===== src/sv/assert_macros.svh =====
// ----------------------------------------------------------------------------
// assertion macros
// shared concurrent assertion forms, empty when SYNTHESIS is defined
// ----------------------------------------------------------------------------
`ifndef ASSERT_MACROS_SVH
`define ASSERT_MACROS_SVH
`ifndef SYNTHESIS
// property that must hold at every clock edge outside reset
`define BMFC_ASSERT(label, clk, rst, prop, msg) \
   label: assert property (@(posedge clk) disable iff (rst) prop) else $error(msg);
// condition that must never be true outside reset
`define BMFC_NEVER(label, clk, rst, cond, msg) \
   label: assert property (@(posedge clk) disable iff (rst) !(cond)) else $error(msg);
`else
`define BMFC_ASSERT(label, clk, rst, prop, msg)
`define BMFC_NEVER(label, clk, rst, cond, msg)
`endif
`endif


===== src/sv/bmfc_pkg.sv =====
// ----------------------------------------------------------------------------
// bmfc_pkg
// shared types and constants of the band mode fraction check
// ----------------------------------------------------------------------------
package bmfc_pkg;

   localparam int SAMPLE_W      = 16;   // sample port width
   localparam int OUT_BITS      = 24;   // count field width on the result port
   localparam int EPOCH_BITS    = 16;   // band tag stored with each bin
   localparam int FIFO_DEPTH    = 4;    // result queue entries
   localparam int FIFO_PTR_BITS = 2;
   localparam int PEND_BITS     = 3;    // holds 0 .. FIFO_DEPTH

   typedef logic [EPOCH_BITS-1:0] epoch_type;

   // tag zero marks a cleared bin, live bands run from first to last
   localparam epoch_type EPOCH_CLEAR = '0;
   localparam epoch_type EPOCH_FIRST = epoch_type'(1);
   localparam epoch_type EPOCH_LAST  = '1;

   typedef struct packed {
      logic valid;
      logic last;
      logic flag;
   } stage_ctl_type;

   typedef struct packed {
      logic                concentrated;
      logic                reference_allowed;
      logic [OUT_BITS-1:0] mode_count;
      logic [OUT_BITS-1:0] band_samples;
   } rsp_type;

endpackage


===== src/sv/bmfc_rsp_fifo.sv =====
// ----------------------------------------------------------------------------
// bmfc_rsp_fifo
// small result queue in front of the rsp channel
// ----------------------------------------------------------------------------
`include "assert_macros.svh"
module bmfc_rsp_fifo import bmfc_pkg::*; (
   input  logic    clock,
   input  logic    reset,
   input  logic    push,
   input  rsp_type push_data,
   input  logic    pop,
   output logic    out_valid,
   output rsp_type out_data
);

   rsp_type                  slot_ff [FIFO_DEPTH];
   logic [FIFO_PTR_BITS-1:0] wr_ptr_ff;
   logic [FIFO_PTR_BITS-1:0] rd_ptr_ff;
   logic [FIFO_PTR_BITS:0]   fill_ff, fill_in;
   logic                     do_pop;

   assign out_valid = fill_ff != '0;
   assign out_data  = slot_ff[rd_ptr_ff];
   assign do_pop    = pop && out_valid;

   always_comb begin
      fill_in = fill_ff;
      if (push && !do_pop) begin
         fill_in = fill_ff + (FIFO_PTR_BITS+1)'(1);
      end else if (!push && do_pop) begin
         fill_in = fill_ff - (FIFO_PTR_BITS+1)'(1);
      end
   end

   always_ff @(posedge clock) begin
      if (reset) begin
         wr_ptr_ff <= '0;
         rd_ptr_ff <= '0;
         fill_ff   <= '0;
      end else begin
         if (push) begin
            wr_ptr_ff <= wr_ptr_ff + FIFO_PTR_BITS'(1);
         end
         if (do_pop) begin
            rd_ptr_ff <= rd_ptr_ff + FIFO_PTR_BITS'(1);
         end
         fill_ff <= fill_in;
      end
   end

   always_ff @(posedge clock) begin
      if (push) begin
         slot_ff[wr_ptr_ff] <= push_data;
      end
   end

   `BMFC_NEVER(a_no_overflow, clock, reset, push && !do_pop && fill_ff == (FIFO_PTR_BITS+1)'(FIFO_DEPTH), "result queue overflow")

endmodule


===== config.mk =====
export PLATFORM = sky130hd
export DESIGN_NAME = bmfc_rsp_fifo
export DESIGN_NICKNAME = d
export VERILOG_FILES = /design/src/sv/bmfc_pkg.sv /design/src/sv/bmfc_rsp_fifo.sv
export VERILOG_INCLUDE_DIRS = /design/src /design/src/sv
export SDC_FILE = /design/constraint.sdc
export NUM_CORES = 1
export LEC_CHECK = 0
export BUFFER_PORTS_ARGS = -buffer_cell sky130_fd_sc_hd__buf_2
export CORE_ASPECT_RATIO = 0.5
export CORE_MARGIN = 2
export CORE_UTILIZATION = 50
export CTS_CLUSTER_DIAMETER = 100
export DETAILED_ROUTE_END_ITERATION = 16
export PLACE_DENSITY = 0.71
export REMOVE_ABC_BUFFERS = 1
export SYNTH_ARGS = -nofsm -noshare
export SYNTH_HDL_FRONTEND = slang
export SYNTH_SLANG_ARGS = --single-unit

===== constraint.sdc =====
create_clock -name clock -period 2.6 [get_ports clock]
set_input_delay 0.52 -clock clock [delete_from_list [all_inputs] [get_ports clock]]
set_output_delay 0.52 -clock clock [all_outputs]
set_load 0.02 [all_outputs]

### After elaboration in Yosys (flattened, before gate mapping)

Memories as Yosys holds them, arrays and structs flattened. A register that Yosys moved wholly into a read port is not among the register bits.
Cells that the tools add are included.

* memory bits (read-only): 0
* memories kept: 1
* output and inout bits: 51
* bits in writable memories: 200
* latch bits: 0
* register bits after elaboration: 7
* input bits: 54

Memories
* slot_ff: depth 4, width 50, rd ports 1, clocked after memory_dff 1, write ports 1, RTL line bmfc_rsp_fifo.sv:16 `rsp_type slot_ff [FIFO_DEPTH];`

* muxes and demuxes: 6
* add/sub/neg operators: 4
* magnitude comparators: 0
* bitwise logic cells: 0
* reduce and logical (&&, ||, !) cells: 7
* multiply operators: 0
* divide/modulo/power cells: 0
* shifts and indexed selects: 0
* equal/unequal tests: 0

Operators with widths (number)
* $mux 3: 2
* $add 2x1->2 const B: 2
* $mux 2: 2
* $add 3x1->3 const B: 1
* $logic_and 1x1->1: 3
* $reduce_bool 3->1: 1
* $sub 3x1->3 const B: 1
* $logic_not 1->1: 2
* $mux 1: 2
* $reduce_bool 2->1: 1

### Longest topological paths before layout

Gate-level depths: netlist (run 1).

* depth after elaboration: 5
* mapped depth: 7
* gate-level depth less buffers: 7

### Worst setup path after synthesis (run 1)

Ideal clock, no wire load.

* path kind: register -> register
* start: register wr_ptr_ff[0]
* end: memory slot_ff[2][0] (netlist bit), enable pin
* required time: 2.187 ns
* slack: 0.453 ns
* library setup time: 0.413 ns
* period minus slack after synthesis: 2.147 ns
* data arrival time: 1.734 ns
* stages on the path, launching flop included: 4
* path through: dfxtp_1 > inv_1 > ha_1 > and2_1

RTL lines
* from (decl): RTL line bmfc_rsp_fifo.sv:17 `logic [FIFO_PTR_BITS-1:0] wr_ptr_ff;`
* from (signal assigned): RTL line bmfc_rsp_fifo.sv:42 `wr_ptr_ff <= wr_ptr_ff + FIFO_PTR_BITS'(1);`
* to (decl): RTL line bmfc_rsp_fifo.sv:16

No word-level cell before the write port.

==> impl_metrics.toml, run 1 <==
[placement]
dp_hpwl_mm = 7.07
dp.cells = 607
io_buffers = 104
gp_congestion = 0.692

[yosys]
synth_commonest_cells = "200 x edfxtp_1, 50 x mux4_2, 9 x dfxtp_1"
syn_area_um2 = 7700
synth_edf_count = 200
yosysWarnings = 0
ys_types = 21
yosysTopAreaCell = "edfxtp_1"
synth_top_cell_area_share = 0.780
netlist_instances = 305
synth_area_per_cell_um2 = 25.3
synth_seq_cells = 209
async_flop_share = 0
synth_area_leaders = "edfxtp_1 78%, mux4_2 15%, dfxtp_1 2.3%"
yosys_most_used_dff = "edfxtp_1"
synth_most_common_cell = "edfxtp_1"
ys_seq_area_frac = 0.803

[routing]
firstDrtPassIters = 4
final_antenna_net_count = 0
vias = 3372
wl_mm = 12.7
drc = 0
first_iter_violations = 275
viasPerCell = 5.27
wl_per_cell_um = 19.9

[floorplan]
dieArea_um2 = 16500
die_w_um = 180
fp-row-count = 32
initial_core_util = 0.506
core_area_um2 = 15200
die_h_um = 91.8
io_pins = 105

[cts]
cts_tree = "yes"
cts_resized = 0
clock-sinks = 209
h-tree-depth = 1
cts_setup_buffers = 0
cts_hold_repair.buffers = 0
cts-buffers-inserted = 19
clk_latency_ps = 480
clk_path_buf_depth = 3
path_clk_slew_ps = 70
root_buffer = "clkbuf_16"

[global_route]
grt_pass1_wl_mm = 20.1
antenna_found_initial = 1
grt_start_max_net_pins = 51
grt_pass1_vias = 3597
grt_remaining_overflow = 0
track_usage = 0.161

[sta]
relSlewSlack = 0.711
rsz0062_at_grt = "false"
finalClockSkew_ps = 10.7
finalMaxSlewViolations = 0
worstMarginPinSlew_ps = 428
final-setup-viol-count = 0
finalHoldViolCount = 0
fin_crit_ps = 2480
max_freq_ghz = 0.404
finalCritPeriodShare = 0.953

[critical_path]
crit_type = "reg -> out"
slowest_stage = "mux4_2"
cp-start-kind = "flip-flop"
arrival_ps = 1960
worstPathRequired_ps = 2080
endpoint_kind = "primary output"
cp_cell_sequence = "buf_12 -> mux4_2 -> buf_2"
path_max_fanout = 50
slowest_delay_ps = 570

[final_layout]
stdcell_count = 640
area_growth_syn_to_layout_pct = 17.8
layout-drive-gt1-share = 0.445
layout.nets = 484
n_antenna_cell = 0

[pwr]
p_int_w = 0.00634
sw_frac_of_total = 0.269
pwr-share-comb = 0.230
seqPwrFrac = 0.456
finalPower_w = 0.00867
peakVddDrop_mv = 0.527
clockPowerShare = 0.313
powerDensity_nw_per_um2 = 956
power_switching_w = 0.00233
total_leakage_power_nw = 3.06

[hold_path]
min_path_type = "in -> reg"

[run_status]
outcome = "finished clean"

[run]
max_cap_viol_count = 0
worst paths after layout:
path / to / cells past startpoint / slack [ps] / startpoint
setup / recovery: out_data[2] / 3 / 120 / flip-flop
hold / removal: slot_ff[2][43] / 1 / 250 / push_data[43]
setup reg to reg: fill_ff[2] / 7 / 490 / fill_ff[1]
hold reg to reg: flip-flop / 2 / 530 / rd_ptr_ff[0]
layout by cell type (no fill, tap or decap):
cell        count
ha_1            5
clkinvlp_4      1
buf_4           1
o311ai_0        1
o21ai_0         1
nor2_1          7
clkbuf_16      19
dfxtp_4         1
inv_6           1
edfxtp_1      200
fa_1            1
clkbuf_1        4
xnor2_1         1
and2_2          4
buf_12          6
xor2_1          4
inv_1           3
inv_8           1
clkinv_1        2
mux2i_1         2
clkinv_2        3
or3_1           2
buf_2         104
mux4_2         50
a21oi_1         1
bufinv_16       2
dfxtp_2         1
o31ai_1         1
dfxtp_1         7
kinds of logic (layout without fill, tap and decap cells):
family / Yosys count / count (layout) / synth area share
muxes: 52 / 52 / 0.149
DFF: 209 / 209 / 0.803
and+or+nand+nor: 13 / 13 / 0.00828
buffers and inverters: 16 / 147 / 0.0201
xor gates and xnor gates: 5 / 5 / 0.00568
AOI/OAI and AO/OA: 4 / 4 / 0.00341
adders and majority gates: 6 / 6 / 0.0107
final cells by class:
type	count	area [um^2]
sequential	209	6190
fill	1122	6140
multi-input combinational	80	1370
timing repair buffer	111	648
clock buffer	23	490
tap	204	255
clock inverter	10	110
inverter	3	11.3
layer usage:
layer  global-route usage  up-vias  share of wire
met3               0.0381       16          0.040
met4               0.0420        0          0.013
met2                0.264       56           0.50
met5                    0        -              0
li1                     -     1532              -
met1                0.220     1768           0.45
critical path, delay by kind of cell (launching register included):
kind	cells	cell delay (ps)
flops	1	350
buf+inv	2	530
mux	1	570
per-stage QoR:
stage               hold WS (ps)  setup slack, ps  area, um^2  setup TNS, ps  utilization
floorplan                    470             -813        7560         -40660            -
global placement             503              551        8470              0        0.557
detailed placement           512              475        8470              0        0.557
CTS                          230             68.8        9070              0        0.596
global route                 233             21.7        9070              0        0.596
finish                       251              123        9070              0        0.596
state kept, by name, indices dropped and copies added (netlist names), named ones only:
register,count
slot_ff,200
fill_ff,3
rd_ptr_ff,2
wr_ptr_ff,2
power groups by stage:
stage	combinational (W)	clock (W)	sequential [W]
2_1_floorplan	0.00124	0	0.00421
3_3_place_gp	0.00203	0	0.00402
3_5_place_dp	0.00204	0	0.00403
4_1_cts	0.00205	0.00278	0.00396
5_1_grt	0.00215	0.00290	0.00397
6_report	0.00200	0.00272	0.00396
No activity file was read; power rests on OpenSTA's default activity.
==> run 2, diff against run 1 <==
--- a/config.mk
+++ b/config.mk
@@ -14,6 +14,7 @@
 export DETAILED_ROUTE_END_ITERATION = 16
 export PLACE_DENSITY = 0.71
 export REMOVE_ABC_BUFFERS = 1
+export SETUP_SLACK_MARGIN = 0.3
 export SYNTH_ARGS = -nofsm -noshare
 export SYNTH_HDL_FRONTEND = slang
 export SYNTH_SLANG_ARGS = --single-unit
==> run 2 against run 1 <==
Effect of this change:
- critical path type unchanged
- clock-buffer cell count is the same
- highest routed layer unchanged
- final cell count grew 1.6%
- non-clock buffer count grew 10
- utilization grew 3.6 points
- clock power is essentially flat
- largest power group unchanged
==> impl_metrics.toml, run 2 (synthesized netlist as in run 1, its figures left out) <==
[cts]
root_buffer = "clkbuf_16"
path_clk_slew_ps = 60
cts_tree = "yes"
clock-sinks = 209
cts-buffers-inserted = 19
cts_hold_repair.buffers = 0
clk_latency_ps = 480
clk_path_buf_depth = 3
h-tree-depth = 1

[sta]
tns_ps = 0
finalHoldWorstSlack_ps = 251
relSlewSlack = 0.720
finalCritPeriodShare = 0.918
fin_crit_ps = 2390
worstMarginPinSlew_ps = 415
finalHoldViolCount = 0
finalMaxSlewViolations = 0
max_freq_ghz = 0.419
finalClockSkew_ps = 10.4
final-setup-viol-count = 0
rsz0062_at_grt = "true"

[hold_path]
hp-start = "push_data[8]"
hold_end = "slot_ff[0][8]"
hold_path_depth = 1
min_path_type = "in -> reg"

[pwr]
finalPower_w = 0.00966
powerDensity_nw_per_um2 = 1000
peakVddDrop_mv = 0.549
total_leakage_power_nw = 3.27

[final_layout]
final_cell_mix = "200 x edfxtp_1, 55 x buf_2, 50 x mux4_2"
fin_area_um2 = 9630
layout.nets = 494
largest-register = "slot_ff"
reg_top3 = "slot_ff: 200 flops, fill_ff: 3 flops"
num-fill-cells = 1050
largest_register_ffs = 200
area_growth_syn_to_layout_pct = 24.9
layout-drive-gt1-share = 0.457
final_common_cell = "edfxtp_1"
n_antenna_cell = 0

[global_route]
track_usage = 0.177
grt_util_met2 = 0.289
antenna_found_initial = 1
grt_pass1_wl_mm = 21.6
grt_pass1_vias = 3671
met1_usage = 0.252
grt_start_max_net_pins = 51
grt-busiest-layer = "met2"
use_met3 = 0.0369
grt_remaining_overflow = 0

[critical_path]
rr_endpoint = "fill_ff[2]"
slowest_stage = "mux4_2"
endpoint_kind = "primary output"
worstRegToRegCells = 7
worstPathRequired_ps = 2080
cp-start-kind = "flip-flop"
rrSetupSlack_ps = 490
r2r-start = "fill_ff[1]"
cp_cell_sequence = "buf_12 -> buf_16 -> mux4_2 -> buf_6"
path_buf_inv = 3
crit_type = "reg -> out"
cp_top_family = "multiplexers"
slowest_delay_ps = 550
arrival_ps = 1870
path_max_fanout = 7

[placement]
gp_congestion = 0.692
io_buffers = 104
place_area_um2 = 8470
dp_hpwl_mm = 7.07

[floorplan]
fp-row-count = 32
dieArea_um2 = 16500
die_w_um = 180
die_h_um = 91.8
initial_core_util = 0.506
core_area_um2 = 15200
io_pins = 105

[routing]
wl_mm = 14.3
first_iter_violations = 305
drc = 0
final_antenna_net_count = 0
vias = 3500
firstDrtPassIters = 4
viasPerCell = 5.38
wl_per_cell_um = 22.0

[run]
max_cap_viol_count = 0

[run_status]
outcome = "finished clean"
==> run 2: metal layers <==
metal,part of all wire,up-vias
met5,0,-
met4,0.012,0
met3,0.041,16
met2,0.51,77
met1,0.44,1853
li1,-,1554
==> run 2: repair_timing <==
item	in CTS	in global routing
buffers inserted	3	0
resized for setup	81	28
gates cloned	6	1
endpoints found under the setup margin	50	50
==> run 2: cell type report <==
class | count | area [um^2] | area share
Tap cell | 204 | 255 | 0.0265
Multi-Input combinational cell | 80 | 1370 | 0.142
Sequential cell | 209 | 6190 | 0.643
Timing Repair Buffer | 121 | 1200 | 0.125
Inverter | 3 | 11.3 | 0.00117
Clock inverter | 10 | 110 | 0.0114
Clock buffer | 23 | 490 | 0.0510
==> run 2: through the flow <==
stage	std cells	utilization	worst slack [ps]
floorplan	292	-	-813
global placement	607	0.557	551
CTS	649	0.626	210
global route	650	0.633	181
detailed placement	607	0.557	475
finish	650	0.633	213
==> run 2: worst max-delay path by stage <==
| stage | slack [ps] | end | cells after the start |
|---|---|---|---|
| after floorplan | -810 | out_data[0] | 1 |
| after global placement | 550 | fill_ff[2] | 8 |
| after detailed placement | 470 | fill_ff[2] | 7 |
| after CTS | 210 | out_data[19] | 4 |
| after global routing | 180 | out_data[16] | 4 |
| final | 210 | out_data[0] | 4 |
==> run 2: power by group <==
group	internal [W]	switching (W)	leakage [nW]
combinational	0.00161	0.00136	1.07
sequential	0.00389	0.0000840	1.91
clock	0.00156	0.00116	0.293
total	0.00706	0.00261	3.27
==> run 3, diff against run 2 <==
--- a/config.mk
+++ b/config.mk
@@ -6,6 +6,7 @@
 export SDC_FILE = /design/constraint.sdc
 export NUM_CORES = 1
 export LEC_CHECK = 0
+export ABC_AREA = 1
 export BUFFER_PORTS_ARGS = -buffer_cell sky130_fd_sc_hd__buf_2
 export CORE_ASPECT_RATIO = 0.5
 export CORE_MARGIN = 2
==> constraint.sdc (replaced) <==
create_clock -name clock -period 2.5 [get_ports clock]
set_input_delay 0.5 -clock clock [delete_from_list [all_inputs] [get_ports clock]]
set_output_delay 0.5 -clock clock [all_outputs]
set_load 0.02 [all_outputs]
==> run 3 against run 2 <==
Effect of this change:
- hold slack lost 14 ps
- synthesized area grew 3.9%
- non-clock buffer count grew 5
- sequential share of layout area increased by 0.34 points
- clock skew fell by 5.6 ps
- die area grew 3.8%
- utilization down 1.6 points
- cell area shrank 0.53%
- global-route usage up 2.0 points
- sequential cell count is the same
- critical path depth is 1 higher
- critical path type unchanged
- largest cell class unchanged
- largest power group unchanged
==> impl_metrics.toml, run 3 <==
[run_status]
outcome = "finished clean"

[yosys]
yosys_most_used_dff = "edfxtp_1"
async_flop_share = 0
syn_area_um2 = 8010
synth_area_leaders = "edfxtp_1 75%, nor2_1 4.9%, o22ai_1 3.9%"
synth_area_per_cell_um2 = 14.7
synth_top_cell_area_share = 0.750
netlist_instances = 545
ys_seq_area_frac = 0.773
synth_seq_cells = 209
yosysTopAreaCell = "edfxtp_1"
synth_edf_count = 200
yosysWarnings = 0
synth_commonest_cells = "200 x edfxtp_1, 105 x nor2_1, 60 x o21ai_1"
synth_most_common_cell = "edfxtp_1"
ys_types = 22

[sta]
tns_ps = 0
relSlewSlack = 0.603
finalClockSkew_ps = 4.75
fin_crit_ps = 2210
finalMaxSlewViolations = 0
rsz0062_at_grt = "true"
finalHoldWorstSlack_ps = 236
final.setup.worst_slack_ps = 288
finalHoldViolCount = 0
finalCritPeriodShare = 0.885
final-setup-viol-count = 0
worstMarginPinSlew_ps = 596
max_freq_ghz = 0.452

[final_layout]
n_antenna_cell = 0
reg_top3 = "slot_ff: 200 flops, fill_ff: 3 flops"
final_cell_mix = "200 x edfxtp_1, 102 x nor2_1, 88 x buf_2"
final_common_cell = "edfxtp_1"
fin_area_um2 = 9570
area_growth_syn_to_layout_pct = 19.6
layout.nets = 726
largest_register_ffs = 200
layout-drive-gt1-share = 0.273
largest-register = "slot_ff"

[pwr]
clockPowerShare = 0.286
p_int_w = 0.00657
power_switching_w = 0.00302
sw_frac_of_total = 0.315
seqPwrFrac = 0.429
finalPower_w = 0.00959
pwr-share-comb = 0.285
total_leakage_power_nw = 3.42
powerDensity_nw_per_um2 = 1000
peakVddDrop_mv = 0.456

[placement]
io_buffers = 104
dp_hpwl_mm = 9.01
gp_congestion = 0.705
place_area_um2 = 8580
dp_slack_ps = 541

[cts]
clock-sinks = 209
cts_hold_repair.buffers = 0
root_buffer = "clkbuf_16"
cts_tree = "yes"
clk_path_buf_depth = 3
cts-buffers-inserted = 19
clk_latency_ps = 480
path_clk_slew_ps = 60
h-tree-depth = 1

[critical_path]
slowest_stage = "dfxtp_4"
cp-start-kind = "flip-flop"
cp_cell_sequence = "buf_16 -> buf_6 -> o21ai_1 -> o22ai_2 -> buf_4"
worstPathRequired_ps = 2000
arrival_ps = 1710
cp_top_family = "buffers and inverters"
rrSetupSlack_ps = 750
slowest_delay_ps = 450
crit_type = "reg -> out"
path_max_fanout = 6
endpoint_kind = "primary output"
path_buf_inv = 3
rr_endpoint = "fill_ff[2]"
worstRegToRegCells = 12
r2r-start = "fill_ff[1]"

[floorplan]
die_h_um = 93.5
core_area_um2 = 15500
initial_core_util = 0.515
dieArea_um2 = 17100
die_w_um = 183
io_pins = 105
fp-row-count = 32

[routing]
drc = 0
viasPerCell = 5.50
wl_per_cell_um = 20.0
wl_mm = 17.6
first_iter_violations = 415
final_antenna_net_count = 0
firstDrtPassIters = 5
vias = 4834

[global_route]
grt_remaining_overflow = 0
antenna_found_initial = 2
grt_pass1_vias = 4682
grt_pass1_wl_mm = 25.5
grt_start_max_net_pins = 51
track_usage = 0.197

[hold_path]
hp-start = "push_data[32]"
min_path_type = "in -> reg"
hold_path_depth = 1
hold_end = "slot_ff[1][32]"

[run]
max_cap_viol_count = 0
## run 3: cell types whose count changed after synthesis, sizes merged, moves of 3 or more
cell / before / now
o22ai: 0 / 50
nand2: 0 / 15
buf: 12 / 30
and2: 4 / 0
o21ai: 1 / 103
a21oi: 1 / 5
mux4: 50 / 0
xor2: 4 / 1
inv: 3 / 16
nand3: 0 / 3
nor2: 7 / 106
## run 3: worst max path at each step
stage / from / end / slack (ps) / cells after the start
2_1_floorplan: flip-flop / out_data[0] / -630 / 3
3_3_place_gp: flip-flop / out_data[0] / 560 / 4
3_5_place_dp: flip-flop / out_data[0] / 540 / 4
4_1_cts: flip-flop / out_data[31] / 300 / 4
6_report: flip-flop / out_data[1] / 290 / 5
5_1_grt: flip-flop / out_data[1] / 220 / 5
## run 3: kinds of logic after synthesis
kind of cell / count (synthesis) / synth area share
buffers and inverters: 47 / 0.0505
flip-flops: 209 / 0.773
XOR/XNOR: 1 / 0.00109
AO/OA/AOI/OAI: 158 / 0.107
adder cells (fa/ha/maj): 6 / 0.0103
AND/OR/NAND/NOR: 124 / 0.0589
## run 3: worst reg2reg max path: stages, from the launching register on
cell     delay, ps
dfxtp_1        340
nor2_1         100
nand2_1        100
nand2_1        120
ha_1           200
inv_2           50
fa_1           380
inv_1           70
nand2_1         40
nand3_1        100
nand2_1         60
nand2_1         50
nor2_1          30
## run 3: power groups by stage
stage	logic (W)	clock network, W	registers [W]
after floorplan	0.00128	0	0.00427
after global placement	0.00211	0	0.00420
after detailed placement	0.00216	0	0.00421
after CTS	0.00240	0.00278	0.00411
after global routing	0.00294	0.00292	0.00413
final	0.00273	0.00274	0.00412
## run 3: final cells by class
cell class | instances | area [um^2]
sequential | 209 | 6190
fill | 1168 | 5960
multi-input combinational | 289 | 1510
timing repair buffer | 126 | 872
clock buffer | 23 | 490
tap | 204 | 255
timing repair inverter | 5 | 88.8
inverter | 16 | 86.3
clock inverter | 7 | 80.1
## run 3: metrics by stage
stage,util,instances
2_1_floorplan,-,514
3_3_place_gp,0.552,835
3_5_place_dp,0.552,835
4_1_cts,0.598,872
5_1_grt,0.616,879
6_report,0.616,879
## run 3: timing repair
item / 4_1_cts / 5_1_grt
gates cloned: 3 / 5
resized for setup: 13 / 54
setup endpoints to repair: 50 / 45
setup buffers: 4 / 2
endpoints found under the hold margin: 0 / 0
pin swaps: 0 / 7
## run 3: layer usage
metal	vias to the layer above	wire length, um	global-route usage
met3	28	1020	0.0479
li1	2276	-	-
met5	-	13	0
met4	2	332	0.0540
met1	2407	7710	0.269
met2	121	8480	0.322
