### src/sv/assert_macros.svh
// ----------------------------------------------------------------------------
// assertion macros
// shared concurrent assertion forms, empty when SYNTHESIS is defined
// ----------------------------------------------------------------------------
`ifndef ASSERT_MACROS_SVH
`define ASSERT_MACROS_SVH
`ifndef SYNTHESIS
// property that must hold at every clock edge outside reset
`define BMFC_ASSERT(label, clk, rst, prop, msg) \
   label: assert property (@(posedge clk) disable iff (rst) prop) else $error(msg);
// condition that must never be true outside reset
`define BMFC_NEVER(label, clk, rst, cond, msg) \
   label: assert property (@(posedge clk) disable iff (rst) !(cond)) else $error(msg);
`else
`define BMFC_ASSERT(label, clk, rst, prop, msg)
`define BMFC_NEVER(label, clk, rst, cond, msg)
`endif
`endif

### src/sv/bmfc_pkg.sv
// ----------------------------------------------------------------------------
// bmfc_pkg
// shared types and constants of the band mode fraction check
// ----------------------------------------------------------------------------
package bmfc_pkg;

   localparam int SAMPLE_W      = 16;   // sample port width
   localparam int OUT_BITS      = 24;   // count field width on the result port
   localparam int EPOCH_BITS    = 16;   // band tag stored with each bin
   localparam int FIFO_DEPTH    = 4;    // result queue entries
   localparam int FIFO_PTR_BITS = 2;
   localparam int PEND_BITS     = 3;    // holds 0 .. FIFO_DEPTH

   typedef logic [EPOCH_BITS-1:0] epoch_type;

   // tag zero marks a cleared bin, live bands run from first to last
   localparam epoch_type EPOCH_CLEAR = '0;
   localparam epoch_type EPOCH_FIRST = epoch_type'(1);
   localparam epoch_type EPOCH_LAST  = '1;

   typedef struct packed {
      logic valid;
      logic last;
      logic flag;
   } stage_ctl_type;

   typedef struct packed {
      logic                concentrated;
      logic                reference_allowed;
      logic [OUT_BITS-1:0] mode_count;
      logic [OUT_BITS-1:0] band_samples;
   } rsp_type;

endpackage

### src/sv/bmfc_update.sv
// ----------------------------------------------------------------------------
// bmfc_update
// bin increment with forwarding, band counters and result formation
// ----------------------------------------------------------------------------
`include "assert_macros.svh"
module bmfc_update import bmfc_pkg::*; #(
   parameter int SAMPLE_BITS = 16,
   parameter int COUNT_BITS  = 24
) (
   input  logic                             clock,
   input  logic                             reset,
   input  stage_ctl_type                    s1_ctl,
   input  logic [SAMPLE_BITS-1:0]           s1_bin,
   input  epoch_type                        s1_epoch,
   input  logic [EPOCH_BITS+COUNT_BITS-1:0] rd_data,
   output logic                             wr_en,
   output logic [SAMPLE_BITS-1:0]           wr_addr,
   output logic [EPOCH_BITS+COUNT_BITS-1:0] wr_data,
   output logic                             res_valid,
   output rsp_type                          res
);

   localparam int ENTRY_BITS = EPOCH_BITS + COUNT_BITS;
   localparam int WIDE_BITS  = (COUNT_BITS > OUT_BITS) ? COUNT_BITS : OUT_BITS;
   localparam logic [COUNT_BITS-1:0] COUNT_MAX = '1;

   function automatic logic [COUNT_BITS-1:0] sat_inc(input logic [COUNT_BITS-1:0] v);
      return (v == COUNT_MAX) ? v : v + COUNT_BITS'(1);
   endfunction

   function automatic logic [OUT_BITS-1:0] clamp_out(input logic [COUNT_BITS-1:0] v);
      logic [WIDE_BITS-1:0] wide;
      logic [WIDE_BITS-1:0] lim;
      wide = WIDE_BITS'(v);
      lim  = WIDE_BITS'({OUT_BITS{1'b1}});
      return (wide > lim) ? lim[OUT_BITS-1:0] : wide[OUT_BITS-1:0];
   endfunction

   epoch_type               rd_epoch;
   logic [COUNT_BITS-1:0]   rd_count;
   logic                    fwd_valid_ff;
   logic [SAMPLE_BITS-1:0]  fwd_bin_ff;
   epoch_type               fwd_epoch_ff;
   logic [COUNT_BITS-1:0]   fwd_count_ff;
   logic                    fwd_hit;
   logic [COUNT_BITS-1:0]   base_count;
   logic [COUNT_BITS-1:0]   bin_count;
   logic [COUNT_BITS-1:0]   band_best;
   logic [COUNT_BITS-1:0]   band_total;
   logic [COUNT_BITS-1:0]   best_ff, best_in;
   logic [COUNT_BITS-1:0]   total_ff, total_in;
   logic                    res_valid_ff;
   logic                    res_flag_ff;
   logic [COUNT_BITS-1:0]   res_best_ff;
   logic [COUNT_BITS-1:0]   res_total_ff;
   logic [COUNT_BITS+3:0]   tenfold;
   logic                    conc;

   assign rd_epoch = rd_data[ENTRY_BITS-1 -: EPOCH_BITS];
   assign rd_count = rd_data[COUNT_BITS-1:0];

   // previous cycle's write is not yet visible in the read word
   assign fwd_hit = fwd_valid_ff && (fwd_bin_ff == s1_bin) && (fwd_epoch_ff == s1_epoch);

   always_comb begin
      if (fwd_hit) begin
         base_count = fwd_count_ff;
      end else if (rd_epoch == s1_epoch) begin
         base_count = rd_count;
      end else begin
         base_count = '0;
      end
   end

   assign bin_count  = sat_inc(base_count);
   assign band_best  = (bin_count > best_ff) ? bin_count : best_ff;
   assign band_total = sat_inc(total_ff);

   assign wr_en   = s1_ctl.valid;
   assign wr_addr = s1_bin;
   assign wr_data = {s1_epoch, bin_count};

   always_comb begin
      best_in  = best_ff;
      total_in = total_ff;
      if (s1_ctl.valid) begin
         if (s1_ctl.last) begin
            best_in  = '0;
            total_in = '0;
         end else begin
            best_in  = band_best;
            total_in = band_total;
         end
      end
   end

   always_ff @(posedge clock) begin
      if (reset) begin
         fwd_valid_ff <= 1'b0;
         best_ff      <= '0;
         total_ff     <= '0;
         res_valid_ff <= 1'b0;
      end else begin
         fwd_valid_ff <= s1_ctl.valid;
         best_ff      <= best_in;
         total_ff     <= total_in;
         res_valid_ff <= s1_ctl.valid && s1_ctl.last;
      end
   end

   always_ff @(posedge clock) begin
      fwd_bin_ff   <= s1_bin;
      fwd_epoch_ff <= s1_epoch;
      fwd_count_ff <= bin_count;
      if (s1_ctl.valid && s1_ctl.last) begin
         res_best_ff  <= band_best;
         res_total_ff <= band_total;
         res_flag_ff  <= s1_ctl.flag;
      end
   end

   // 10 * mode > samples, as 8x + 2x
   assign tenfold = ({4'b0000, res_best_ff} << 3) + ({4'b0000, res_best_ff} << 1);
   assign conc    = tenfold > {4'b0000, res_total_ff};

   assign res_valid             = res_valid_ff;
   assign res.concentrated      = conc;
   assign res.reference_allowed = res_flag_ff && !conc;
   assign res.mode_count        = clamp_out(res_best_ff);
   assign res.band_samples      = clamp_out(res_total_ff);

   `BMFC_NEVER(a_best_le_total, clock, reset, best_ff > total_ff, "mode count above sample count")
   `BMFC_ASSERT(a_clear_after_last, clock, reset, s1_ctl.valid && s1_ctl.last |=> best_ff == '0 && total_ff == '0, "band counters not cleared")

endmodule

### config.mk
export PLATFORM = sky130hd
export DESIGN_NAME = bmfc_update
export DESIGN_NICKNAME = d
export VERILOG_FILES = /design/src/sv/bmfc_pkg.sv /design/src/sv/bmfc_update.sv
export VERILOG_INCLUDE_DIRS = /design/src /design/src/sv
export SDC_FILE = /design/constraint.sdc
export NUM_CORES = 1
export LEC_CHECK = 0
export ABC_AREA = 1
export BUFFER_PORTS_ARGS = -buffer_cell sky130_fd_sc_hd__buf_4
export CAP_MARGIN = 5
export CORE_ASPECT_RATIO = 0.6
export CORE_MARGIN = 1.5
export CORE_UTILIZATION = 35
export DETAILED_ROUTE_END_ITERATION = 16
export HOLD_SLACK_MARGIN = 0.12
export MAX_ROUTING_LAYER = met4
export SLEW_MARGIN = 10
export SYNTH_ARGS = -nofsm -noshare
export SYNTH_HDL_FRONTEND = slang
export SYNTH_SLANG_ARGS = --single-unit
export TNS_END_PERCENT = 50
### constraint.sdc
create_clock -name clock -period 6.3 [get_ports clock]
set_input_delay 0.63 -clock clock [delete_from_list [all_inputs] [get_ports clock]]
set_output_delay 0.63 -clock clock [all_outputs]
set_load 0.05 [all_outputs]
Yosys cells after proc, flatten, opt, wreduce, memory -nomap -nowiden
Index checks and enable logic that the tools add are counted.
- bits in read-only memories: 0
- memories: 0
- bits in latches: 0
- input port bits: 77
- logic and storage cells: 36
- memory bits (writable): 0
- flip-flop bits (word level): 155
- multiplexer cells: 9
- div/mod/pow operators: 0
- bitwise gates (word level): 0
- order comparisons: 4
- eq/ne operators: 5
- $add $sub $neg: 3
- reductions and logical operators: 5
- multiply operators: 0
- shift-type cells: 0
- operators by type and width (operator ; count):
    $mux 24 ; 9
    $add 24x1->24 const B ; 2
    $eq 16x16->1 ; 3
    $eq 24x24->1 const B ; 2
    $gt 24x24->1 const B ; 2
    $add 27x25->28 ; 1
    $gt 28x24->1 ; 1
    $gt 24x24->1 ; 1
    $logic_and 1x1->1 ; 4
    $logic_not 1->1 ; 1

Depth between registers and ports, before layout
Gate-level depths: netlist of run 1.
- depth after elaboration: 9
- depth in mapped cells: 37
- depth with buffers taken out: 34

Least setup slack after synthesis of run 1
Ideal clock, no wire load.
- path kind: input to register
- from: in s1_epoch[0]
- to: reg res_best_ff[0], data pin
- slack: 0.738 ns
- data arrival time: 5.408 ns
- required time: 6.146 ns
- library setup time: 0.154 ns
- buffers on the path: 4
- stages: 30
- path through: xor2_1 > nor2_1 > nand2_1 > nor2_4 > nand2_4 > buf_8 > nor2_2 > nor2_1 > a21oi_2 > ha_1 > buf_2 > nand3_1 > nor2_1 > nand3_1 > nor2_4 > nand3_4 > buf_6 > nand2_1 > xor2_1 > ha_1 > nand2_1 > inv_1 > nand3_1 > nor3_1 > nand2_1 > o211a_1 > nor2_1 > clkbuf_1 > or2_2 > a21boi_0
- word-level cells in the longest chain between the ends: 7
- ends and longest elaborated chain (what ; RTL line ; text):
    start, declared ; bmfc_update.sv:14 ; input epoch_type s1_epoch,
    $eq 16x16->1, on equally long branches ; bmfc_update.sv:68, bmfc_update.sv:63 ;
    $mux 24 / $logic_and 1x1->1 (equally long branches) ; bmfc_update.sv:68, bmfc_update.sv:63 ;
    $mux 24 * ; bmfc_update.sv:66 ; if (fwd_hit) begin
    $add 24x1->24 / $eq 24x24->1 (equally long branches) ; bmfc_update.sv:28 ; return (v == COUNT_MAX) ? v : v + COUNT_BITS'(1);
    $mux 24 * ; bmfc_update.sv:28 ;
    via wr_data[15] ; bmfc_update.sv:18 ; output logic [EPOCH_BITS+COUNT_BITS-1:0] wr_data,
    $gt 24x24->1 * ; bmfc_update.sv:76 ; assign band_best = (bin_count > best_ff) ? bin_count : best_ff;
    $mux 24 * ; bmfc_update.sv:76 ;
    via band_best[0] ; bmfc_update.sv:48 ; logic [COUNT_BITS-1:0] band_best;
    end signal, assigned ; bmfc_update.sv:116 ; res_best_ff <= band_best;
    end, declared ; bmfc_update.sv:54 ; logic [COUNT_BITS-1:0] res_best_ff;
The timed path passes the listed nets; every way through them passes the cells marked *.
A chain may end at the register's enable or synchronous reset.

==> impl_metrics.yaml, run 1 <==
outcome:
  status: "complete, no violations"
place:
  dpl.hpwl_mm: 31.2
  place_congestion: 0.969
  post-place-ws_ns: 0.351
  port_buffers: 184
routing:
  drc: 0
  avgRoutedWirePerCell_um: 15.7
  first_pass_iters: 6
  vias_per_cell: 4.77
  drtIter0Drc: 1148
  vias: 11600
  ant_nets: 0
  wl_mm: 38.1
power:
  peakVddDrop_uv: 193
  leakagePower_nw: 6.72
  power_density_nw_per_um2: 216
clocking:
  postCtsSetupBuffers: 0
  clkSinkCount: 155
  clk_pin_slew_ns: 0.07
  clk_latency_ns: 0.45
  cts_root_buf: "clkbuf_16"
  htree_levels: 4
  postCtsHoldBufs: 0
  cts_made_buffers: 17
  cts_buffer_depth: 2
  cts_tree: "yes"
  post_cts_resized: 0
synthesis:
  synth_seq_area_share_pct: 29.7
  netlist_area_sq_um: 12100
  synthFlopType: "dfxtp_1"
  yosysWarnings: 0
  synthMuxAreaShare_pct: 0
  synth-edff-count: 49
  postSynth.asyncResetShare_pct: 0
  synthXorXnorAreaFrac_pct: 5.94
  ys_ff_latch: 155
  synth_top_family_by_area: "simple AND/OR/NAND/NOR gates"
  synth-simple-area-share_pct: 33.5
  synth_cell_types: 59
  synth.avg_cell_area_sq_um: 6.52
  synth-adder-area-share_pct: 7.51
  synthCells: 1854
  synth_fp_nets: 2003
  synth_compound_area_share_pct: 9.44
worst_setup_path:
  end_kind: "output port"
  crit_required_ns: 5.67
  crit_type: "flip-flop to output port"
  r2r-start: "fwd_epoch_ff[8]"
  crit_path_start_kind: "flip-flop"
  startpoint: "res_best_ff[0]"
  worstPathArrival_ns: 5.09
  path_max_fanout: 3
timing:
  skew_ns: 0.0117
  hold_violations: 0
  finalSetupViolCount: 0
  rsz0062_at_grt: "no"
  min_period_ns: 5.72
  slew_violations: 0
  fmax_mhz: 175
  slew_headroom_pct: 25.9
  timing.final.crit_share_pct: 90.7
  finalWorstSetupSlack_ns: 0.585
  tightest_slew_ns: 1.11
  fin_setup_tns_ns: 0
die:
  row_count: 52
  die_h_um: 147
  die_w_um: 243
  start_util_pct: 35.8
  dieArea_sq_um: 35700
  ios: 185
  core_sq_um: 33800
run:
  drv_cap: 0
finish:
  diodes: 0
  final_nets: 2108
  drive_gt1_share_pct: 15.5
  synthToLayoutAreaGrowth_pct: 17.2
  final_common_cell: "nand2_1"
  final_cell_mix: "596 x nand2_1, 255 x inv_1, 208 x buf_4"
min_path:
  hp-class: "primary input to flip-flop"
  hold_start: "s1_bin[1]"
grt:
  grt_pass1_vias: 10900
  antenna_found_initial: 0
  gr-total-overflow: 0
  grt_pass1_wl_mm: 60.8
  grt_usage_pct: 22.5
  grt_max_degree: 51
==> path summary, 6_finish.rpt <==
kind                      to  slack [ns]  depth (start not counted)
max                  res[48]        0.58                         23
min            fwd_bin_ff[1]        0.31                          1
max reg2reg  res_best_ff[22]        0.60                         28
min reg2reg      best_ff[18]        0.46                          2
==> sequential cells by signal (all words and copies together) (netlist names) <==
name	flops
fwd_valid_ff	1
res_flag_ff	1
fwd_epoch_ff	16
fwd_bin_ff	16
total_ff	24
res_valid	1
best_ff	24
fwd_count_ff	24
res_total_ff	24
res_best_ff	24
==> logic make-up (layout without fill, tap and decap cells) <==
group | count (synthesis) | after routing
AO/OA/AOI/OAI | 203 | 203
XOR/XNOR | 82 | 82
adder cells (fa/ha/maj) | 72 | 72
buffers and inverters | 390 | 508
flip-flops | 155 | 155
AND/OR/NAND/NOR | 952 | 952
==> cells in the mapped netlist (9+ instances only) <==
master	count	area share, %
nand4_1	23	1.2
nor2_2	17	0.88
buf_4	40	2.5
nand2_1	596	18
nor2_1	165	5.1
xor2_1	63	4.6
o21ai_2	12	0.87
inv_1	256	7.9
clkbuf_1	63	2.0
a21oi_1	92	3.8
o21ai_0	40	1.7
dfxtp_1	106	18
nor3_1	16	0.66
nand3_1	92	3.8
inv_2	9	0.28
xnor2_1	19	1.4
ha_1	71	7.3
buf_2	11	0.46
o21ai_1	29	1.2
edfxtp_1	49	12
==> metal layers <==
| layer | wire length [um] | global-route usage (%) |
|---|---|---|
| met5 | 0 | - |
| met4 | 473 | 4.44 |
| met3 | 3190 | 5.46 |
| met2 | 14400 | 29.7 |
| met1 | 20000 | 34.1 |
==> power by group <==
| part | switching, mW | internal, mW |
|---|---|---|
| logic | 0.560 | 0.313 |
| clock network | 0.462 | 0.607 |
| registers | 0.0355 | 1.08 |
| total | 1.06 | 2.00 |
==> through the flow <==
step	std cells	power (mW)	util (%)	area, sq um	hold slack, ns
3_3_place_gp	2399	1.98	40.1	13600	0.453
2_1_floorplan	1854	1.75	-	12100	0.445
5_1_grt	2431	3.22	41.9	14200	0.294
3_5_place_dp	2399	2.01	40.1	13600	0.455
4_1_cts	2431	3.08	41.9	14200	0.288
6_report	2431	3.06	41.9	14200	0.307
==> final cells by class <==
cell class	instances	area (sq um)
Inverter	267	1000
Tap cell	459	574
Timing Repair Buffer	209	1580
Fill cell	3520	19700
Clock inverter	13	140
Clock buffer	19	453
Multi-Input combinational cell	1309	6830
Sequential cell	155	3590
==> critical path, cell delays in order (launching register included) <==
cell and delay [ns]:
edfxtp_1 0.48, ha_1 0.28, fa_1 0.39, nand2_1 0.07
inv_1 0.05, nand2_1 0.06, nand2_1 0.08, nand3_1 0.07
nand2_1 0.18, a31oi_1 0.29, o21ai_0 0.24, nand3_1 0.13
nand2_1 0.11, a21oi_1 0.23, o21ai_0 0.13, xor2_1 0.15
ha_1 0.32, nand4_1 0.19, nor4b_1 0.45, nand2_1 0.10
a32o_1 0.27, nand4_1 0.13, nor2_1 0.06, buf_4 0.18
Power figures use the tool's default switching activity.
==> run 2: changes to the inputs <==
--- a/config.mk
+++ b/config.mk
@@ -14,8 +14,6 @@
 export CORE_UTILIZATION = 35
 export DETAILED_ROUTE_END_ITERATION = 16
 export HOLD_SLACK_MARGIN = 0.12
-export MAX_ROUTING_LAYER = met4
-export SLEW_MARGIN = 10
 export SYNTH_ARGS = -nofsm -noshare
 export SYNTH_HDL_FRONTEND = slang
 export SYNTH_SLANG_ARGS = --single-unit
==> run 2 against run 1 <==
Against the previous run:
- total power shrank 1.9%
- non-clock buffer count shrank 4
- highest routed layer unchanged
- critical path depth grew 7
- via count grew 1.3%
- die area is the same
- critical endpoint is now best_ff[1]
==> impl_metrics.yaml, run 2 (synthesis gave the netlist of run 1 again) <==
outcome:
  status: "complete, no violations"
run:
  drv_cap: 0
timing:
  finalSetupViolCount: 0
  slew_headroom_pct: 18.8
  min_period_ns: 5.70
  hold_violations: 0
  skew_ns: 0.0108
  fin_setup_tns_ns: 0
  timing.final.crit_share_pct: 90.5
  rsz0062_at_grt: "no"
  tightest_slew_ns: 1.22
  fmax_mhz: 175
  slew_violations: 0
worst_setup_path:
  critPathMostFrequentCell: "nand2_1"
  crit_required_ns: 6.67
  worstPathArrival_ns: 6.07
  end_kind: "flip-flop"
  cp_slowest_cell: "nor4_1"
  crit_path_start_kind: "flip-flop"
  path_max_fanout: 16
  crit_type: "flip-flop to flip-flop"
  slowest_delay_ns: 0.62
clocking:
  cts_buffer_depth: 2
  cts_tree: "yes"
  post_cts_resized: 0
  postCtsSetupBuffers: 0
  cts_root_buf: "clkbuf_16"
  postCtsHoldBufs: 0
  htree_levels: 4
  clk_pin_slew_ns: 0.07
  clk_latency_ns: 0.45
  clkSinkCount: 155
  cts_made_buffers: 17
finish:
  final_cell_mix: "596 x nand2_1, 255 x inv_1, 204 x buf_4"
  final_nets: 2104
  synthToLayoutAreaGrowth_pct: 16.6
  drive_gt1_share_pct: 15.3
  diodes: 0
  final_common_cell: "nand2_1"
routing:
  ant_nets: 0
  first_pass_iters: 6
  avgRoutedWirePerCell_um: 15.8
  wl_mm: 38.4
  drtIter0Drc: 1199
  vias_per_cell: 4.84
  vias: 11700
  drc: 0
place:
  place_congestion: 1.02
  port_buffers: 184
  dpl.hpwl_mm: 31.3
power:
  peakVddDrop_uv: 202
  power_density_nw_per_um2: 213
  power_mw: 3.00
  leakagePower_nw: 6.67
grt:
  grt_usage_pct: 21.6
  gr-total-overflow: 0
  grt_max_degree: 51
  grt_pass1_vias: 10700
  grt_pass1_wl_mm: 60.1
  antenna_found_initial: 0
die:
  ios: 185
  die_w_um: 243
  dieArea_sq_um: 35700
  row_count: 52
  start_util_pct: 35.8
  die_h_um: 147
  core_sq_um: 33800
min_path:
  hp-class: "primary input to flip-flop"
run 2: cell types whose count changed in the layout (fill, tap and decap cells not counted), moves of 2 or more:
cell and delta:
clkinv_4 -3, clkinv_1 -2, buf_4 -4, clkinvlp_4 +3, clkbuf_1 +3
run 2: power breakdown:
group / internal (mW) / total [mW] / switching (mW)
Sequential: 1.08 / 1.12 / 0.0364
Clock: 0.564 / 1.01 / 0.449
Combinational: 0.307 / 0.870 / 0.563
run 2: worst max-delay path: cells and delay by family (launching register included):
kind / cells / cell delay [ns]
simple gates: 21 / 3.62
compound gates: 3 / 0.58
xor+xnor: 1 / 0.14
flops: 1 / 0.33
fa+ha+maj: 2 / 0.47
buf+inv: 3 / 0.48
run 2: final cells by class:
cell class | instances | area [sq um]
fillers | 3534 | 19700
multi-input cells | 1309 | 6830
flip-flops and latches | 155 | 3590
repair buffers | 205 | 1550
inverters | 267 | 1000
well taps | 459 | 574
clock buffers | 22 | 464
clock inverters | 10 | 92.6
run 2: metrics by stage:
step           instance area (sq um)  hold slack (ns)  util, %  std cells  setup slack, ns
5_1_grt                        14100            0.295     41.7       2427            0.163
2_1_floorplan                  12100            0.445        -       1854            0.738
3_3_place_gp                   13600            0.452     40.1       2395            0.391
6_report                       14100            0.303     41.7       2427            0.601
3_5_place_dp                   13600            0.455     40.1       2395            0.327
4_1_cts                        14100            0.285     41.7       2427            0.682
run 2: metal layers:
metal | share of wire, % | up-vias | global-route usage, %
li1 | - | 5973 | -
met5 | 0 | - | 0
met2 | 39 | 407 | 30.1
met3 | 8.7 | 27 | 4.64
met1 | 52 | 5337 | 33.5
met4 | 1.1 | 0 | 4.66
run 2: worst paths after layout:
check                        end       startpoint  slack [ns]  cells after the start
setup / recovery      best_ff[1]  fwd_epoch_ff[1]        0.60                     30
hold / removal    fwd_bin_ff[11]       s1_bin[11]        0.30                      1
setup reg to reg      best_ff[1]  fwd_epoch_ff[1]        0.60                     30
hold reg to reg      best_ff[17]      best_ff[17]        0.46                      2
==> run 3: changes to the inputs <==
--- a/config.mk
+++ b/config.mk
@@ -14,6 +14,7 @@
 export CORE_UTILIZATION = 35
 export DETAILED_ROUTE_END_ITERATION = 16
 export HOLD_SLACK_MARGIN = 0.12
+export REMOVE_ABC_BUFFERS = 1
 export SYNTH_ARGS = -nofsm -noshare
 export SYNTH_HDL_FRONTEND = slang
 export SYNTH_SLANG_ARGS = --single-unit
==> run 3 against run 2 <==
Against the previous run:
- sequential power about the same
- combinational power is 4.7% higher
- hold slack gained 0.020 ns
- fmax is 0.84% lower
- clock power rose by 5%
- critical endpoint is now res[48]
- sequential share of layout area down 0.10 points
- final area increased by 0.40%
==> impl_metrics.yaml, run 3 (synthesis gave the netlist of run 1 again) <==
outcome:
  status: "complete, no violations"
routing:
  drtIter0Drc: 1122
  wl_mm: 38.2
  vias_per_cell: 4.80
  vias: 11600
  drc: 0
  avgRoutedWirePerCell_um: 15.8
  ant_nets: 0
  first_pass_iters: 6
place:
  dpl.hpwl_mm: 31.1
  place_area_sq_um: 13500
  place_congestion: 0.997
  port_buffers: 184
finish:
  seq_area_sq_um: 3590
  fin_area_sq_um: 14200
  final_common_cell: "nand2_1"
  multi_input_area_sq_um: 6860
  synthToLayoutAreaGrowth_pct: 17.1
  diodes: 0
  fillers: 3475
  fin_util_pct: 41.9
  final_cell_mix: "596 x nand2_1, 254 x inv_1, 200 x buf_4"
  final_nets: 2101
  drive_gt1_share_pct: 15.2
worst_setup_path:
  crit_type: "flip-flop to output port"
  worstPathArrival_ns: 5.12
  path_max_fanout: 3
  end_kind: "output port"
  reg2regPathDepth: 29
  crit_path_start_kind: "flip-flop"
  crit_required_ns: 5.67
timing:
  timing.final.crit_share_pct: 91.2
  fin_setup_tns_ns: 0
  fmax_mhz: 174
  skew_ns: 0.0126
  hold_violations: 0
  slew_violations: 0
  min_period_ns: 5.75
  tightest_slew_ns: 1.11
  rsz0062_at_grt: "no"
  finalSetupViolCount: 0
  slew_headroom_pct: 25.7
clocking:
  clkSinkCount: 155
  cts_made_buffers: 17
  clk_latency_ns: 0.44
  cts_tree: "yes"
  cts_buffer_depth: 2
  postCtsHoldBufs: 0
  clk_pin_slew_ns: 0.06
  cts_root_buf: "clkbuf_16"
  htree_levels: 4
power:
  power_density_nw_per_um2: 218
  peakVddDrop_uv: 172
  leakagePower_nw: 6.68
min_path:
  whs_path_depth: 1
  hp-class: "primary input to flip-flop"
grt:
  antenna_found_initial: 0
  gr-total-overflow: 0
  grt_usage_pct: 21.3
  grt_pass1_wl_mm: 59.4
  grt_pass1_vias: 10500
  grt_max_degree: 51
die:
  dieArea_sq_um: 35700
  core_sq_um: 33800
  die_w_um: 243
  start_util_pct: 35.8
  row_count: 52
  ios: 185
  die_h_um: 147
run:
  drv_cap: 0
==> run 3: cell type report <==
cell class,count,share of cell area [%]
Multi-Input combinational cell,1309,48.4
Sequential cell,155,25.4
Timing Repair Buffer,202,10.9
Inverter,267,7.10
Tap cell,459,4.05
Clock buffer,22,3.14
Clock inverter,10,1.01
==> run 3: per-layer routing <==
metal  share of wire [%]  vias to the layer above  track usage (%)
li1                    -                     5967                -
met1                  52                     5273             33.3
met2                  39                      376             29.3
met3                 8.5                       20             4.90
met4                0.77                        0             4.01
met5                   0                        -                0
==> run 3: path summary, 6_finish.rpt <==
| check | endpoint | slack, ns | startpoint |
|---|---|---|---|
| worst min-delay path | fwd_bin_ff[13] | 0.32 | s1_bin[13] |
| worst max register to register | res_best_ff[0] | 0.74 | fwd_bin_ff[5] |
| worst max-delay path | res[48] | 0.55 | res_best_ff[0] |
| worst min register to register | best_ff[13] | 0.46 | best_ff[13] |
==> run 3: repair_timing <==
item,CTS,global route
gates resized for setup,0,5
endpoints found under the setup margin,0,45
hold endpoints to repair,0,0
buffers inserted,0,1
==> run 3: stage by stage <==
step	std cells	worst slack (ns)	hold WS (ns)	total power [mW]
6_report	2424	0.553	0.323	3.09
5_1_grt	2424	0.120	0.303	3.26
3_5_place_dp	2391	0.0160	0.456	2.01
4_1_cts	2423	0.460	0.296	3.07
2_1_floorplan	1731	-0.899	0.439	2.49
3_3_place_gp	2391	0.106	0.452	1.99
==> run 3: critical path, cell delays in order, from the launching register on <==
cell and delay (ns):
edfxtp_1 0.46, ha_1 0.27, fa_1 0.39, nand2_1 0.07, inv_1 0.05, nand2_1 0.05
nand2_1 0.09, nand3_1 0.08, nand2_1 0.18, a31oi_1 0.29, o21ai_0 0.25, nand3_1 0.13
nand2_1 0.11, a21oi_1 0.23, o21ai_0 0.13, xor2_1 0.16, ha_1 0.33, nand4_1 0.19
nor4b_1 0.47, nand2_1 0.10, a32o_1 0.28, nand4_1 0.12, nor2_1 0.05, buf_4 0.18
==> run 3: power by group <==
group / total [mW] / leakage [nW] / switching [mW] / internal (mW)
combinational: 0.911 / 5.04 / 0.579 / 0.332
clock: 1.06 / 0.283 / 0.436 / 0.625
sequential: 1.12 / 1.36 / 0.0357 / 1.08
total: 3.09 / 6.68 / 1.05 / 2.04
